--- src/rtl/core/vfau_pkg.sv ---
// Shared types, codes and constants of the floating arithmetic unit.
// No dependencies; every file of the unit but the interfaces refers to it by scoped names.
package vfau_pkg;

	// Request kind codes
	localparam logic [2:0] KIND_ADD = 3'd0;
	localparam logic [2:0] KIND_SUB = 3'd1;
	localparam logic [2:0] KIND_MUL = 3'd2;
	localparam logic [2:0] KIND_DIV = 3'd3;
	localparam logic [2:0] KIND_CMP = 3'd4;

	// Format codes
	localparam logic [1:0] FMT_F = 2'd0;
	localparam logic [1:0] FMT_D = 2'd1;
	localparam logic [1:0] FMT_G = 2'd2;

	// Status codes
	localparam logic [2:0] ST_OK   = 3'd0;
	localparam logic [2:0] ST_RSVD = 3'd1;
	localparam logic [2:0] ST_OVFL = 3'd2;
	localparam logic [2:0] ST_UNFL = 3'd3;
	localparam logic [2:0] ST_DZRO = 3'd4;

	// Compare codes
	localparam logic [1:0] CMP_GT = 2'd0;
	localparam logic [1:0] CMP_EQ = 2'd1;
	localparam logic [1:0] CMP_LT = 2'd2;

	localparam int EXP_W = 14;

	localparam logic [63:0] RND_F = 64'h0000008000000000;
	localparam logic [63:0] RND_D = 64'h0000000000000080;
	localparam logic [63:0] RND_G = 64'h0000000000000400;
	localparam logic [10:0] BIAS_FD = 11'h080;
	localparam logic [10:0] BIAS_G  = 11'h400;
	localparam logic [10:0] MAXEXP_FD = 11'h0FF;
	localparam logic [10:0] MAXEXP_G  = 11'h7FF;
	localparam logic [5:0] STEPS_F = 6'd26;
	localparam logic [5:0] STEPS_D = 6'd58;
	localparam logic [5:0] STEPS_G = 6'd55;

	// Work carried out by the back end
	typedef enum logic [1:0] {
		OP_ADD,
		OP_MUL,
		OP_DIV,
		OP_FIXED
	} vfau_op_t;

	typedef enum logic [2:0] {
		S_IDLE,
		S_ADD,
		S_MUL,
		S_DIV,
		S_NORM,
		S_ROUND,
		S_PACK
	} vfau_state_t;

	// One classified request waiting for the back end
	typedef struct packed {
		vfau_op_t    op;
		logic [1:0]  fmt;
		logic        sa;
		logic [10:0] ea;
		logic [63:0] fa;
		logic        sb;
		logic [10:0] eb;
		logic [63:0] fb;
		logic [2:0]  status;
		logic [1:0]  code;
	} vfau_entry_t;

endpackage

--- src/rtl/core/vfau_queue.sv ---
// Two-entry queue between the front end and the back end.
// Depends on vfau_pkg for the entry type.
module vfau_queue (
	input  logic                  clk,
	input  logic                  arst_n,
	input  logic                  push,
	input  vfau_pkg::vfau_entry_t wr_entry,
	output logic                  full,
	input  logic                  pop,
	output logic                  nonempty,
	output vfau_pkg::vfau_entry_t rd_entry
);

	vfau_pkg::vfau_entry_t mem_q [2];
	logic [1:0] count_q;
	logic       wr_ptr_q, rd_ptr_q;

	assign full = (count_q == 2'd2);
	assign nonempty = (count_q != 2'd0);
	assign rd_entry = mem_q[rd_ptr_q];

	// Store entries
	always_ff @(posedge clk) begin
		if (push) begin
			mem_q[wr_ptr_q] <= wr_entry;
		end
	end

	// Advance pointers and count
	always_ff @(posedge clk or negedge arst_n) begin
		if (!arst_n) begin
			count_q <= '0;
			wr_ptr_q <= 1'b0;
			rd_ptr_q <= 1'b0;
		end else begin
			if (push) begin
				wr_ptr_q <= ~wr_ptr_q;
			end
			if (pop) begin
				rd_ptr_q <= ~rd_ptr_q;
			end
			count_q <= count_q + {1'b0, push} - {1'b0, pop};
		end
	end

	a_no_overflow: assert property (@(posedge clk) disable iff (!arst_n)
		full |-> !push) else $error("queue push while full");
	a_no_underflow: assert property (@(posedge clk) disable iff (!arst_n)
		pop |-> nonempty) else $error("queue pop while empty");
	a_count_range: assert property (@(posedge clk) disable iff (!arst_n)
		count_q != 2'd3) else $error("queue count out of range");

endmodule

--- config.mk ---
export PLATFORM = sky130hd
export DESIGN_NAME = vfau_queue
export DESIGN_NICKNAME = d
export VERILOG_FILES = /design/src/rtl/core/vfau_pkg.sv /design/src/rtl/core/vfau_queue.sv
export SDC_FILE = /design/constraint.sdc
export NUM_CORES = 1
export LEC_CHECK = 0
export BUFFER_PORTS_ARGS = -buffer_cell sky130_fd_sc_hd__buf_2
export CAP_MARGIN = 20
export CORE_MARGIN = 2
export CORE_UTILIZATION = 50
export DETAILED_ROUTE_END_ITERATION = 7
export GPL_TIMING_DRIVEN = 0
export PLACE_DENSITY = 0.84
export SLEW_MARGIN = 20
export SYNTH_ARGS = -nofsm -noshare
export SYNTH_HDL_FRONTEND = slang
export SYNTH_SLANG_ARGS = --single-unit
--- constraint.sdc ---
create_clock -name clk -period 11.6 [get_ports clk]
set_input_delay 1.16 -clock clk [delete_from_list [all_inputs] [get_ports clk]]
set_output_delay 1.16 -clock clk [all_outputs]
set_load 0.005 [all_outputs]
=== Word level (Yosys, flattened, before mapping) ===
Memory sizes are Yosys's and may differ from the RTL's.
Cells that the tools add are included.

* Muxes and demuxes: 2
* Bitwise gates (word level): 2
* Eq/ne operators: 1
* Add/sub/neg operators: 2
* Reductions and logical operators: 1

{| class="wikitable"
|+ Operator list
! cell !! number
|-
| adder 2 x 1 -> 2 bit || 1
|-
| == test 2 bit, second input constant || 1
|-
| two-way mux 1 bit || 2
|-
| inverter 1 bit || 2
|-
| nonzero test 2 bit || 1
|-
| subtractor 2 x 1 -> 2 bit || 1
|}

* Bits in writable memories: 322
* Input bits: 165
* Register bits after elaboration: 4
* Memories: 1
* Logic and storage cells: 12

{| class="wikitable"
|+ Memory list
! memory !! words !! bits a word !! rd ports !! clocked after Yosys merged registers in !! write ports !! RTL line !! text
|-
| mem_q || 2 || 161 || 1 || 0 || 1 || vfau_queue.sv:14 || <nowiki>vfau_pkg::vfau_entry_t mem_q [2];</nowiki>
|}

=== Longest topological paths before layout ===
* Depth after elaboration: 2
* Gate-level depth with buffers: 5
* Mapped depth without buffers: 5

=== Worst setup path after synthesis ===
Ideal clock, no wire load.

* Kind: in2reg
* From: input port push
* To: memory mem_q[0][0] (netlist bit), enable pin
* Stages: 1
* Arrival: 8.118 ns
* Setup slack: 2.779 ns
* Required time: 10.897 ns
* Setup time: 0.703 ns
* Path through: nor2b_1

* Longest elaborated chain between the ends: 2

{| class="wikitable"
|+ Ends and longest elaborated chain
! what !! RTL line !! text
|-
| start, declared || vfau_queue.sv:6 || <nowiki>input logic push,</nowiki>
|-
| two-way mux 1 bit || vfau_queue.sv:24 || <nowiki>if (push) begin</nowiki>
|-
| two-way mux 1 bit (not written as such) || vfau_queue.sv:25 || <nowiki>mem_q[wr_ptr_q] <= wr_entry;</nowiki>
|-
| end, declared || vfau_queue.sv:14 ||
|}

No other way between the ends.

==> flow_metrics.env <==
export IMPL_tritoncts="done"
export IMPL_cp_data_required_time_ns=10.44
export IMPL_vias=6150
export IMPL_outcome="complete, no violations"
export IMPL_most_frequent_standard_cell_in_the_layout_excluding_fill_and_tap_cells="buf_2"
export IMPL_post_synth_num_cell_types=13
export IMPL_fin_area_sq_um=15400
export IMPL_cpMaxStageDelayCell="dfrtp_1"
export IMPL_drt_vias_per_instance=4.98
export IMPL_antenna_violating_nets_post_route=0
export IMPL_totalPowerFinal_mw=3.68
export IMPL_clock_skew_final_ns=0.00734
export IMPL_max_freq_mhz=322
export IMPL_io_pins=328
export IMPL_setup_violations=0
export IMPL_vias_in_the_first_global_route=6396
export IMPL_dp_cells=1176
export IMPL_drt_pass1_iter_count=4
export IMPL_critPathMaxStageDelay_ns=0.34
export IMPL_first_pass_grt_wire_length_microns=35300
export IMPL_gr_usage_all_layers_pct=17.9
export IMPL_mostFrequentLayoutCells="335 x buf_2, 322 x edfxtp_1, 81 x mux2_2, 80 x mux2_4, 31 x clkbuf_16"
export IMPL_final_period_utilization_pct=26.7
export IMPL_clock_slew_at_reported_path_ffs_ns=0.07
export IMPL_placed_area_sq_um=14400
export IMPL_cts_setup_buffers=0
export IMPL_clock_sink_count=326
export IMPL_area_growth_pct=26.8
export IMPL_core_rowCount=57
export IMPL_setup_crit_end_kind="output port"
export IMPL_cts_root_to_sink_buffers=3
export IMPL_final_max_slew_viol_count=0
export IMPL_power_density_cell_area_nw_per_um2=239
export IMPL_ys_seq_elements=326
export IMPL_yosysSeqAreaShare_pct=80.5
export IMPL_layout_drive_gt1_share_pct=62.0
export IMPL_avg_inst_size_synth_sq_um=23.5
export IMPL_max_cap_violations=0
export IMPL_wire_per_inst_microns=19.0
export IMPL_critPathLaunchType="flip-flop"
export IMPL_final_cell_count_no_fill=1235
export IMPL_hold_viol_final=0
export IMPL_cellLeakagePower_nw=6.05
export IMPL_number_of_cells_produced_by_synthesis=516
export IMPL_worst_endpoint_arrival_ns=1.94
export IMPL_path_max_fanout=10
export IMPL_drt_drc_violations_left=0
export IMPL_syn_cell_area_sq_um=12100
export IMPL_worst_slew_pin_slew_ns=0.815
export IMPL_place_port_buffers=327
export IMPL_setup_repair_after_global_routing_missed_its_margin="no"
export IMPL_max_vdd_drop_uv=156
export IMPL_cts_hold_fix_buffers=0
export IMPL_worstHoldPathType="in2async"
export IMPL_largest_net_degree_at_the_start_of_global_routing=56
export IMPL_crit_reg2reg_launch="wr_ptr_q"
export IMPL_nNetsFinal=1052
export IMPL_h_tree_depth_reported_by_cts=1
export IMPL_netlist_top_cells_area="edfxtp_1 80%, mux2_4 9.9%, mux2_2 7.5%"
export IMPL_clk_latency_ns=0.54
export IMPL_crit_chain="buf_6, buf_6, buf_6, mux2_4, buf_2"
export IMPL_antenna_found_initial=4
export IMPL_design_core_area_sq_um=24100
export IMPL_synthesis_nets=683
export IMPL_detailed_place_hpwl_microns=15900
export IMPL_floorplan_initialDensity_pct=50.3
export IMPL_resize_count_post_cts=0
export IMPL_yosys_area_top_type_share_pct=79.7
export IMPL_drt_iter0_markers=371
export IMPL_timing_critical_path_mode_cell="buf_6"
export IMPL_postRouteWirelength_microns=23500
export IMPL_grt_remaining_overflow=0
export IMPL_synth_yosys_warnings=0
export IMPL_netlist_top_cell_by_area="edfxtp_1"
export IMPL_fin_tns_setup_ns=0
export IMPL_criticalPathCategory="reg2out"
export IMPL_clock_tree_root_cell="clkbuf_16"
export IMPL_die_y_microns=160
export IMPL_layout_min_cycle_time_ns=3.10
export IMPL_dieArea_sq_um=25500
export IMPL_final_core_utilization_pct=63.8
export IMPL_fp_dieW_microns=160
export IMPL_worst_setup_path_startpoint="rd_ptr_q"
export IMPL_slew_headroom_pct=45.5
export IMPL_cts_bufs_inserted=31
export IMPL_gp_routability_congestion=0.751
## registers in the layout, summed over array words and instances (netlist names)
register and count:
count_q 2, rd_ptr_q 1, mem_q 322, wr_ptr_q 1
## logic make-up (layout without fill, tap and decap cells)
logic type	after synthesis	in the layout	synth area share [%]
DFF	326	326	80.5
muxes	161	161	17.4
buffers and inverters	20	413	1.32
and+or+nand+nor	4	4	0.206
xor gates and xnor gates	3	3	0.340
adders and majority gates	2	2	0.206
other	0	2	0
## per-layer routing
| layer | global-route usage (%) | vias up | share of wire (%) |
|---|---|---|---|
| met4 | 5.94 | 4 | 2.5 |
| met5 | 0 | - | 0.089 |
| met2 | 31.9 | 263 | 51 |
| met3 | 4.96 | 45 | 8.3 |
| li1 | - | 2802 | - |
| met1 | 21.0 | 3036 | 38 |
## metrics by stage
step	setup WS (ns)	hold WS (ns)
2_1_floorplan	2.78	0.455
3_3_place_gp	-1.14	0.469
3_5_place_dp	8.54	0.538
4_1_cts	8.45	0.383
5_1_grt	8.43	0.386
6_report	8.50	0.413
## worst max-delay path, delay by kind of cell (launching register included)
family	cells	cell delay, ns
DFF	1	0.34
muxes	1	0.34
buffers and inverters	4	0.73
## synth_stat cells
cell type / n
and2_1: 1
buf_2: 8
buf_6: 10
dfrtp_1: 4
edfxtp_1: 322
ha_1: 2
inv_1: 2
mux2_2: 81
mux2_4: 80
nor2b_1: 2
or2_2: 1
xor2_1: 2
xor3_1: 1
## where the power goes
part	leakage, nW	internal (mW)	switching (mW)
clock network	0.472	0.555	0.405
logic	2.51	0.591	0.518
registers	3.07	1.56	0.0543
total	6.05	2.71	0.977
## final timing paths
kind / slack (ns) / cells past startpoint / end
max in group asynchronous: 11.06 / 1 / rd_ptr_q
worst min-delay path: 0.41 / 1 / count_q[0]
worst max-delay path: 8.50 / 5 / rd_entry[110]
min in group clk: 0.59 / 1 / wr_ptr_q
worst min register to register: 0.59 / 1 / wr_ptr_q
worst max register to register: 9.45 / 4 / mem_q[0][92]
## area by class of cell
| cell class | count | area (sq um) |
|---|---|---|
| Clock inverter | 22 | 194 |
| Buffer | 18 | 153 |
| Multi-Input combinational cell | 170 | 2210 |
| Clock buffer | 35 | 791 |
| Inverter | 2 | 7.51 |
| Timing Repair Buffer | 336 | 1850 |
| Sequential cell | 326 | 9770 |
| Fill cell | 1669 | 8720 |
| Tap cell | 324 | 405 |
| Antenna cell | 2 | 5.00 |
No activity file was read; power rests on OpenSTA's default activity.
