$ cat src/rtl/core/vfau_pkg.sv
// Shared types, codes and constants of the floating arithmetic unit.
// No dependencies; every file of the unit but the interfaces refers to it by scoped names.
package vfau_pkg;

	// Request kind codes
	localparam logic [2:0] KIND_ADD = 3'd0;
	localparam logic [2:0] KIND_SUB = 3'd1;
	localparam logic [2:0] KIND_MUL = 3'd2;
	localparam logic [2:0] KIND_DIV = 3'd3;
	localparam logic [2:0] KIND_CMP = 3'd4;

	// Format codes
	localparam logic [1:0] FMT_F = 2'd0;
	localparam logic [1:0] FMT_D = 2'd1;
	localparam logic [1:0] FMT_G = 2'd2;

	// Status codes
	localparam logic [2:0] ST_OK   = 3'd0;
	localparam logic [2:0] ST_RSVD = 3'd1;
	localparam logic [2:0] ST_OVFL = 3'd2;
	localparam logic [2:0] ST_UNFL = 3'd3;
	localparam logic [2:0] ST_DZRO = 3'd4;

	// Compare codes
	localparam logic [1:0] CMP_GT = 2'd0;
	localparam logic [1:0] CMP_EQ = 2'd1;
	localparam logic [1:0] CMP_LT = 2'd2;

	localparam int EXP_W = 14;

	localparam logic [63:0] RND_F = 64'h0000008000000000;
	localparam logic [63:0] RND_D = 64'h0000000000000080;
	localparam logic [63:0] RND_G = 64'h0000000000000400;
	localparam logic [10:0] BIAS_FD = 11'h080;
	localparam logic [10:0] BIAS_G  = 11'h400;
	localparam logic [10:0] MAXEXP_FD = 11'h0FF;
	localparam logic [10:0] MAXEXP_G  = 11'h7FF;
	localparam logic [5:0] STEPS_F = 6'd26;
	localparam logic [5:0] STEPS_D = 6'd58;
	localparam logic [5:0] STEPS_G = 6'd55;

	// Work carried out by the back end
	typedef enum logic [1:0] {
		OP_ADD,
		OP_MUL,
		OP_DIV,
		OP_FIXED
	} vfau_op_t;

	typedef enum logic [2:0] {
		S_IDLE,
		S_ADD,
		S_MUL,
		S_DIV,
		S_NORM,
		S_ROUND,
		S_PACK
	} vfau_state_t;

	// One classified request waiting for the back end
	typedef struct packed {
		vfau_op_t    op;
		logic [1:0]  fmt;
		logic        sa;
		logic [10:0] ea;
		logic [63:0] fa;
		logic        sb;
		logic [10:0] eb;
		logic [63:0] fb;
		logic [2:0]  status;
		logic [1:0]  code;
	} vfau_entry_t;

endpackage

$ cat src/rtl/core/vfau_req_if.sv
// Request and response channel interfaces of the floating arithmetic unit.
// Depends on nothing; used by the front end, back end and top level.
interface vfau_req_if;
	logic        valid;
	logic        ready;
	logic [2:0]  kind;
	logic [1:0]  format;
	logic [31:0] src1_hi;
	logic [31:0] src1_lo;
	logic [31:0] src2_hi;
	logic [31:0] src2_lo;
	modport source(output valid, kind, format, src1_hi, src1_lo, src2_hi, src2_lo,
		input ready);
	modport sink(input valid, kind, format, src1_hi, src1_lo, src2_hi, src2_lo,
		output ready);
endinterface


$ cat src/rtl/core/vfau_front.sv
// Front end: accepts requests, checks operands, settles compare and faults,
// and unpacks operands into queue entries. Depends on vfau_pkg, vfau_req_if.
module vfau_front (
	vfau_req_if.sink           req,
	input  logic               full,
	output logic               push,
	output vfau_pkg::vfau_entry_t entry
);

	logic [31:0] h1, l1, h2, l2;
	logic        isg, ez1, ez2, rsvd, bad;
	logic [31:0] ch1, cl1, ch2, cl2;
	logic [63:0] n1, n2;
	logic [1:0]  cmp;

	// Unpack one operand to a 64-bit fraction with hidden bit at the top (all zero for a zero exponent)
	function automatic logic [63:0] unpack_frac(input logic [1:0] fmt,
		input logic [31:0] h, input logic [31:0] l, input logic ez);
		logic [63:0] f;
		begin
			if (fmt == vfau_pkg::FMT_G) begin
				f = {1'b1, h[3:0], h[31:16], l[15:0], l[31:16], 11'b0};
			end else if (fmt == vfau_pkg::FMT_D) begin
				f = {1'b1, h[6:0], h[31:16], l[15:0], l[31:16], 8'b0};
			end else begin
				f = {1'b1, h[6:0], h[31:16], 40'b0};
			end
			if (ez) begin
				f = '0;
			end
			return f;
		end
	endfunction

	assign req.ready = !full;
	assign push = req.valid && !full;

	// Classify operands
	always_comb begin
		bad = (req.kind > vfau_pkg::KIND_CMP) || (req.format > vfau_pkg::FMT_G);
		isg = (req.format == vfau_pkg::FMT_G);
		h1 = req.src1_hi;
		h2 = req.src2_hi;
		l1 = (req.format == vfau_pkg::FMT_F) ? 32'd0 : req.src1_lo;
		l2 = (req.format == vfau_pkg::FMT_F) ? 32'd0 : req.src2_lo;
		ez1 = isg ? (h1[14:4] == 11'd0) : (h1[14:7] == 8'd0);
		ez2 = isg ? (h2[14:4] == 11'd0) : (h2[14:7] == 8'd0);
		rsvd = (ez1 && h1[15]) || (ez2 && h2[15]);
		ch1 = ez1 ? 32'd0 : h1;
		cl1 = ez1 ? 32'd0 : l1;
		ch2 = ez2 ? 32'd0 : h2;
		cl2 = ez2 ? 32'd0 : l2;
		n1 = {ch1[15:0], ch1[31:16], cl1[15:0], cl1[31:16]};
		n2 = {ch2[15:0], ch2[31:16], cl2[15:0], cl2[31:16]};
		if (ch1[15] != ch2[15]) begin
			cmp = ch1[15] ? vfau_pkg::CMP_LT : vfau_pkg::CMP_GT;
		end else if (n1 == n2) begin
			cmp = vfau_pkg::CMP_EQ;
		end else begin
			cmp = ((n1 < n2) ^ ch1[15]) ? vfau_pkg::CMP_LT : vfau_pkg::CMP_GT;
		end
	end

	// Build the queue entry
	always_comb begin
		entry.fmt = req.format;
		entry.sa = h1[15] ^ (req.kind == vfau_pkg::KIND_SUB);
		entry.ea = isg ? h1[14:4] : {3'b0, h1[14:7]};
		entry.fa = unpack_frac(req.format, h1, l1, ez1);
		entry.sb = h2[15];
		entry.eb = isg ? h2[14:4] : {3'b0, h2[14:7]};
		entry.fb = unpack_frac(req.format, h2, l2, ez2);
		entry.status = vfau_pkg::ST_OK;
		entry.code = 2'd0;
		entry.op = vfau_pkg::OP_FIXED;
		if (bad || rsvd) begin
			entry.status = vfau_pkg::ST_RSVD;
		end else begin
			case (req.kind)
				vfau_pkg::KIND_ADD, vfau_pkg::KIND_SUB: entry.op = vfau_pkg::OP_ADD;
				vfau_pkg::KIND_MUL: entry.op = vfau_pkg::OP_MUL;
				vfau_pkg::KIND_DIV: begin
					if (ez1) begin
						entry.status = vfau_pkg::ST_DZRO;
					end else begin
						entry.op = vfau_pkg::OP_DIV;
					end
				end
				default: entry.code = cmp;
			endcase
		end
	end

endmodule

$ cat src/flat_wrapper.sv
// flat-port wrapper written by rule: the top's interface ports become plain ports
module vfau_front_flat 
  (full, push, entry, req_valid, req_kind, req_format, req_src1_hi, req_src1_lo, req_src2_hi, req_src2_lo, req_ready);
  vfau_req_if req_i ();
  input  logic full;
  output logic push;
  output vfau_pkg::vfau_entry_t entry;
  input wire logic [$bits(req_i.valid)-1:0] req_valid;
  input wire logic [$bits(req_i.kind)-1:0] req_kind;
  input wire logic [$bits(req_i.format)-1:0] req_format;
  input wire logic [$bits(req_i.src1_hi)-1:0] req_src1_hi;
  input wire logic [$bits(req_i.src1_lo)-1:0] req_src1_lo;
  input wire logic [$bits(req_i.src2_hi)-1:0] req_src2_hi;
  input wire logic [$bits(req_i.src2_lo)-1:0] req_src2_lo;
  output wire logic [$bits(req_i.ready)-1:0] req_ready;
  assign req_i.valid = req_valid;
  assign req_i.kind = req_kind;
  assign req_i.format = req_format;
  assign req_i.src1_hi = req_src1_hi;
  assign req_i.src1_lo = req_src1_lo;
  assign req_i.src2_hi = req_src2_hi;
  assign req_i.src2_lo = req_src2_lo;
  assign req_ready = req_i.ready;
  vfau_front u_core (.req(req_i), .full(full), .push(push), .entry(entry));
endmodule
$ cat config.mk
export PLATFORM = sky130hd
export DESIGN_NAME = vfau_front_flat
export DESIGN_NICKNAME = d
export VERILOG_FILES = /design/src/rtl/core/vfau_pkg.sv /design/src/rtl/core/vfau_req_if.sv /design/src/rtl/core/vfau_front.sv /design/src/flat_wrapper.sv
export SDC_FILE = /design/constraint.sdc
export NUM_CORES = 1
export LEC_CHECK = 0
export BUFFER_PORTS_ARGS = -buffer_cell sky130_fd_sc_hd__buf_2
export CORE_AREA = 2 2 115 117
export DETAILED_ROUTE_END_ITERATION = 6
export DIE_AREA = 0 0 117 119
export GPL_ROUTABILITY_DRIVEN = 0
export PLACE_DENSITY = 0.66
export SLEW_MARGIN = 20
export SYNTH_ARGS = -nofsm -noshare
export SYNTH_HDL_FRONTEND = slang
export SYNTH_SLANG_ARGS = --single-unit
$ cat constraint.sdc
create_clock -name vclk -period 2.7
set_input_delay 0.135 -clock vclk [all_inputs]
set_output_delay 0.135 -clock vclk [all_outputs]
set_load 0.02 [all_outputs]
# After elaboration in Yosys (flattened, before gate mapping)
# Index checks and enable logic that the tools add are counted.
dict set report classes {
  n_lt_le_gt_ge 3
  n_eq_ne 7
  muxes 28
  bitwise_logic 2
  reduce_logical 15
}
# cell n
set ops {}
lappend ops {{$mux 32} 6}
lappend ops {{$mux 64} 2}
lappend ops {{$mux 63} 2}
lappend ops {{$mux 40} 2}
lappend ops {{$eq 64x64->1} 1}
lappend ops {{$lt 64x64->1} 1}
lappend ops {{$logic_not 11->1} 2}
lappend ops {{$mux 11} 2}
lappend ops {{$logic_not 8->1} 2}
lappend ops {{$mux 2} 7}
lappend ops {{$mux 3} 3}
lappend ops {{$eq 3x2->1 const B} 2}
lappend ops {{$pmux 2 s3} 1}
lappend ops {{$reduce_or 4->1} 1}
lappend ops {{$eq 3x1->1 const B} 1}
lappend ops {{$gt 3x3->1 const B} 1}
lappend ops {{$logic_and 1x1->1} 3}
lappend ops {{$logic_not 3->1} 1}
lappend ops {{$logic_or 1x1->1} 3}
lappend ops {{$mux 1} 3}
lappend ops {{$eq 2x1->1 const B} 1}
lappend ops {{$eq 2x2->1 const B} 1}
lappend ops {{$gt 2x2->1 const B} 1}
lappend ops {{$logic_not 2->1} 1}
lappend ops {{4 further kinds} 5}
dict set report totals {
  ff_bits 0
  input_bits 135
  elab_cells 55
}

# Depth between registers and ports, before layout
dict set report depth {
  word_depth 10
  mapped_depth 16
  ltp_nobuf 14
}

# Worst setup path after synthesis
# No wires, ideal clock.
dict set report synth_timing {
  path_kind {input to output}
  start {in req_format[1]}
  end {out entry[0] in the netlist's numbering}
  arrival_time_ns 2.997
  required_time_ns 2.565
  path_slack_ns -0.432
  cell_stages 15
  path_cell_list {nor2b_1 > buf_2 > o31ai_1 > and3_1 > buf_6 > nor2_1 > buf_2 > nand2_1 > ha_1 > nand4_2 > or4_4 > nor3_1 > and2_2 > nand2_1 > nor3_1}
}
# element line_no
set synth_lines {}
lappend synth_lines {{from (decl)} flat_wrapper.sv:10} ;# input wire logic [$bits(req_i.format)-1:0] req_format;
lappend synth_lines {{to (decl)} flat_wrapper.sv:7} ;# output vfau_pkg::vfau_entry_t entry;

==> results.sh <==
export IMPL_status="finished with violations"
export IMPL_violations="setup timing"
export IMPL_whs_ns=0.530
export IMPL_placement_io_buffers=281
export IMPL_post_drt_via_cell_ratio=5.08
export IMPL_power_leakage_nw=3.56
export IMPL_grt_antenna_before_repair=0
export IMPL_die_width_um=117
export IMPL_maxcap_viol_count=0
export IMPL_cell_taking_the_most_area_after_synthesis="ha_1"
export IMPL_global_route_usage_sum_pct=22.1
export IMPL_final_setup_worst_slack_ns=-0.435
export IMPL_maximum_number_of_pins_on_one_net_before_global_route_repair=65
export IMPL_chipHeight_um=119
export IMPL_final_util_pct=49.3
export IMPL_worst_path_most_repeated_cell="buf_6"
export IMPL_detail_route_antenna_nets=0
export IMPL_post_dp_hpwl_um=13700
export IMPL_final_period_utilization_pct=116
export IMPL_grt_ovf=0
export IMPL_nFillCells=1395
export IMPL_design_seq_count=0
export IMPL_irDropWorstVdd_mv=0.0817
export IMPL_worstSetupEndpointType="output port"
export IMPL_whs_endpoint="req_ready"
export IMPL_hold_class="input port to output port"
export IMPL_worst_slew_pin_slew_ns=0.895
export IMPL_synth_top_cell_area_share_pct=19.6
export IMPL_holdBufCountCts=0
export IMPL_hp_start="full"
export IMPL_netlist_top_cells_area="ha_1, nand2_1, a22oi_1, and2_1, a21oi_1"
export IMPL_vias=5940
export IMPL_timing_critical_path_arrival_ns=3.00
export IMPL_placed_cells_incl_taps=1155
export IMPL_regArea_um2=0
export IMPL_post_route_cells_drive_above_1_share_pct=40.4
export IMPL_grt_first_pass_wirelength_um=25500
export IMPL_core_region_area_um2=12900
export IMPL_final_period_minus_worst_setup_slack_ns=3.14
export IMPL_placement_rows=42
export IMPL_synthesis_area_um2=4080
export IMPL_num_io_pins=298
export IMPL_relSlewSlack_pct=40.3
export IMPL_design_die_area_um2=13900
export IMPL_whs_path_depth=3
export IMPL_path_cells="buf_6, nor2b_4, buf_6, o31ai_2, and3_4, buf_6, nor2_4, buf_12, and2_4, ha_4, nor2b_1, o211ai_1, a21oi_2, o41a_2, o21ai_2, nand3_2, a21oi_4, buf_6"
export IMPL_nets=1194
export IMPL_worstPathRequired_ns=2.57
export IMPL_finalSetupViolCount=2
export IMPL_wl_per_instance_um=14.7
export IMPL_routed_wl_um=17200
export IMPL_grt_setup_unrepaired="yes"
export IMPL_yosysSeqAreaShare_pct=0
export IMPL_post_layout_total_power_mw=1.23
export IMPL_cp_start_kind="input port"
export IMPL_clock_fmax_mhz=319
export IMPL_max_stage_delay_ns=0.49
export IMPL_nClkBuffers=0
export IMPL_timing_setup_critical_path_class="input port to output port"
export IMPL_critical_path_slowest_cell="o41a_2"
export IMPL_layout_overhead_on_the_synthesized_area_pct=55.6
export IMPL_slew_violations=0
export IMPL_synth_distinct_cells=50
export IMPL_count_of_endpoints_failing_hold_in_the_final_timing_report=0
export IMPL_grt_pass1_vias=5213
export IMPL_yosys_warnings=0
export IMPL_detail_route_drc_violations=0
export IMPL_drt_iter0_drc=336
export IMPL_maximum_net_fanout_on_the_critical_path=6
export IMPL_powerDensity_nw_per_um2=194
export IMPL_post_synth_inst_count=709
export IMPL_synthesis_area_per_instance_um2=5.75
export IMPL_layout_cells_non_filler=1170
export IMPL_effective_utilization_at_floorplan_pct=31.7
export IMPL_detailedRoute_firstPassIterationCount=5
[layer usage]
| layer | vias up | share of wire [%] | GRT usage (%) |
|---|---|---|---|
| met5 | - | 0 | 0 |
| met4 | 0 | 1.4 | 3.01 |
| met3 | 16 | 5.7 | 1.17 |
| met2 | 231 | 49 | 39.9 |
| met1 | 2713 | 44 | 29.3 |
| li1 | 2980 | - | - |
[synthesized netlist by cell type (2+ instances only)]
cell type / number
nand4_1: 10
a21o_1: 5
a21oi_1: 72
nor2_1: 70
o21ai_0: 13
nor4_1: 5
clkbuf_1: 48
nand2_1: 200
ha_1: 64
buf_2: 6
a221oi_1: 2
inv_1: 14
nand3_1: 9
nor2b_1: 4
buf_4: 20
and2_1: 58
a21oi_2: 2
buf_6: 2
o211ai_1: 4
and3_1: 8
o31ai_1: 2
and4_1: 2
buf_1: 2
a22oi_1: 59
nor3_1: 3
[cell type report]
cell class / instances / area, um2 / share of cell area (%)
inverter: 15 / 58.8 / 0.927
timing repair buffer: 346 / 2060 / 32.5
antenna: 1 / 2.50 / 0.0394
multi-input combinational: 632 / 4000 / 63.1
tap: 176 / 220 / 3.47
[placed cells by master (no fill, tap or decap), drive strengths merged, types with 5 or more instances in the layout]
cell	synthesis	layout
inv	14	15
nor2	71	72
and3	8	8
nand2	201	201
ha	64	64
nand3	10	10
a21o	5	5
a22oi	59	59
o21ai	14	14
nor4	6	6
nand4	11	11
buf	30	345
conb	1	17
and2	59	59
a21oi	74	74
[what timing repair did]
action,4_1_cts,5_1_grt
cloned,2,1
setup endpoints to repair,2,2
pin swaps,26,14
resized for setup,30,11
buffers inserted,9,3
[report_power, final]
part           switching, mW  leakage, nW  internal, mW
logic                  0.728         3.56         0.502
clock network              0   0.00000634  0.0000000495
registers                  0            0             0
[worst max-delay path by stage]
| stage | start | endpoint | cells after the start |
|---|---|---|---|
| floorplan | req_format[1] | entry[1] | 16 |
| global placement | req_format[0] | entry[1] | 15 |
| detailed placement | req_format[0] | entry[1] | 15 |
| CTS | req_format[0] | entry[1] | 18 |
| global route | req_format[1] | entry[1] | 19 |
| finish | req_format[0] | entry[1] | 18 |
[metrics by stage]
stage               cell area (um2)  setup TNS (ns)  worst slack, ns
CTS                            6250          -0.673           -0.431
global route                   6340           -1.04           -0.531
floorplan                      4330          -0.224           -0.126
finish                         6350          -0.853           -0.435
global placement               5980           -1.30           -0.722
detailed placement             5980           -1.31           -0.739
[worst max-delay path: cells and delay by family]
| kind | cells | cell delay [ns] |
|---|---|---|
| buf+inv | 5 | 0.64 |
| compound gates | 6 | 1.15 |
| fa+ha+maj | 1 | 0.19 |
| simple gates | 6 | 0.87 |
[cell families (layout without fill, tap and decap cells)]
logic type,count (synthesis),count (layout),share of synthesized area [%]
fa+ha+maj,64,64,19.6
other cells,1,18,0.0919
simple gates,381,382,42.8
buf+inv,94,361,11.1
compound gates,168,168,26.2
xor+xnor,1,1,0.215
(Power assumes the default switching activity.)
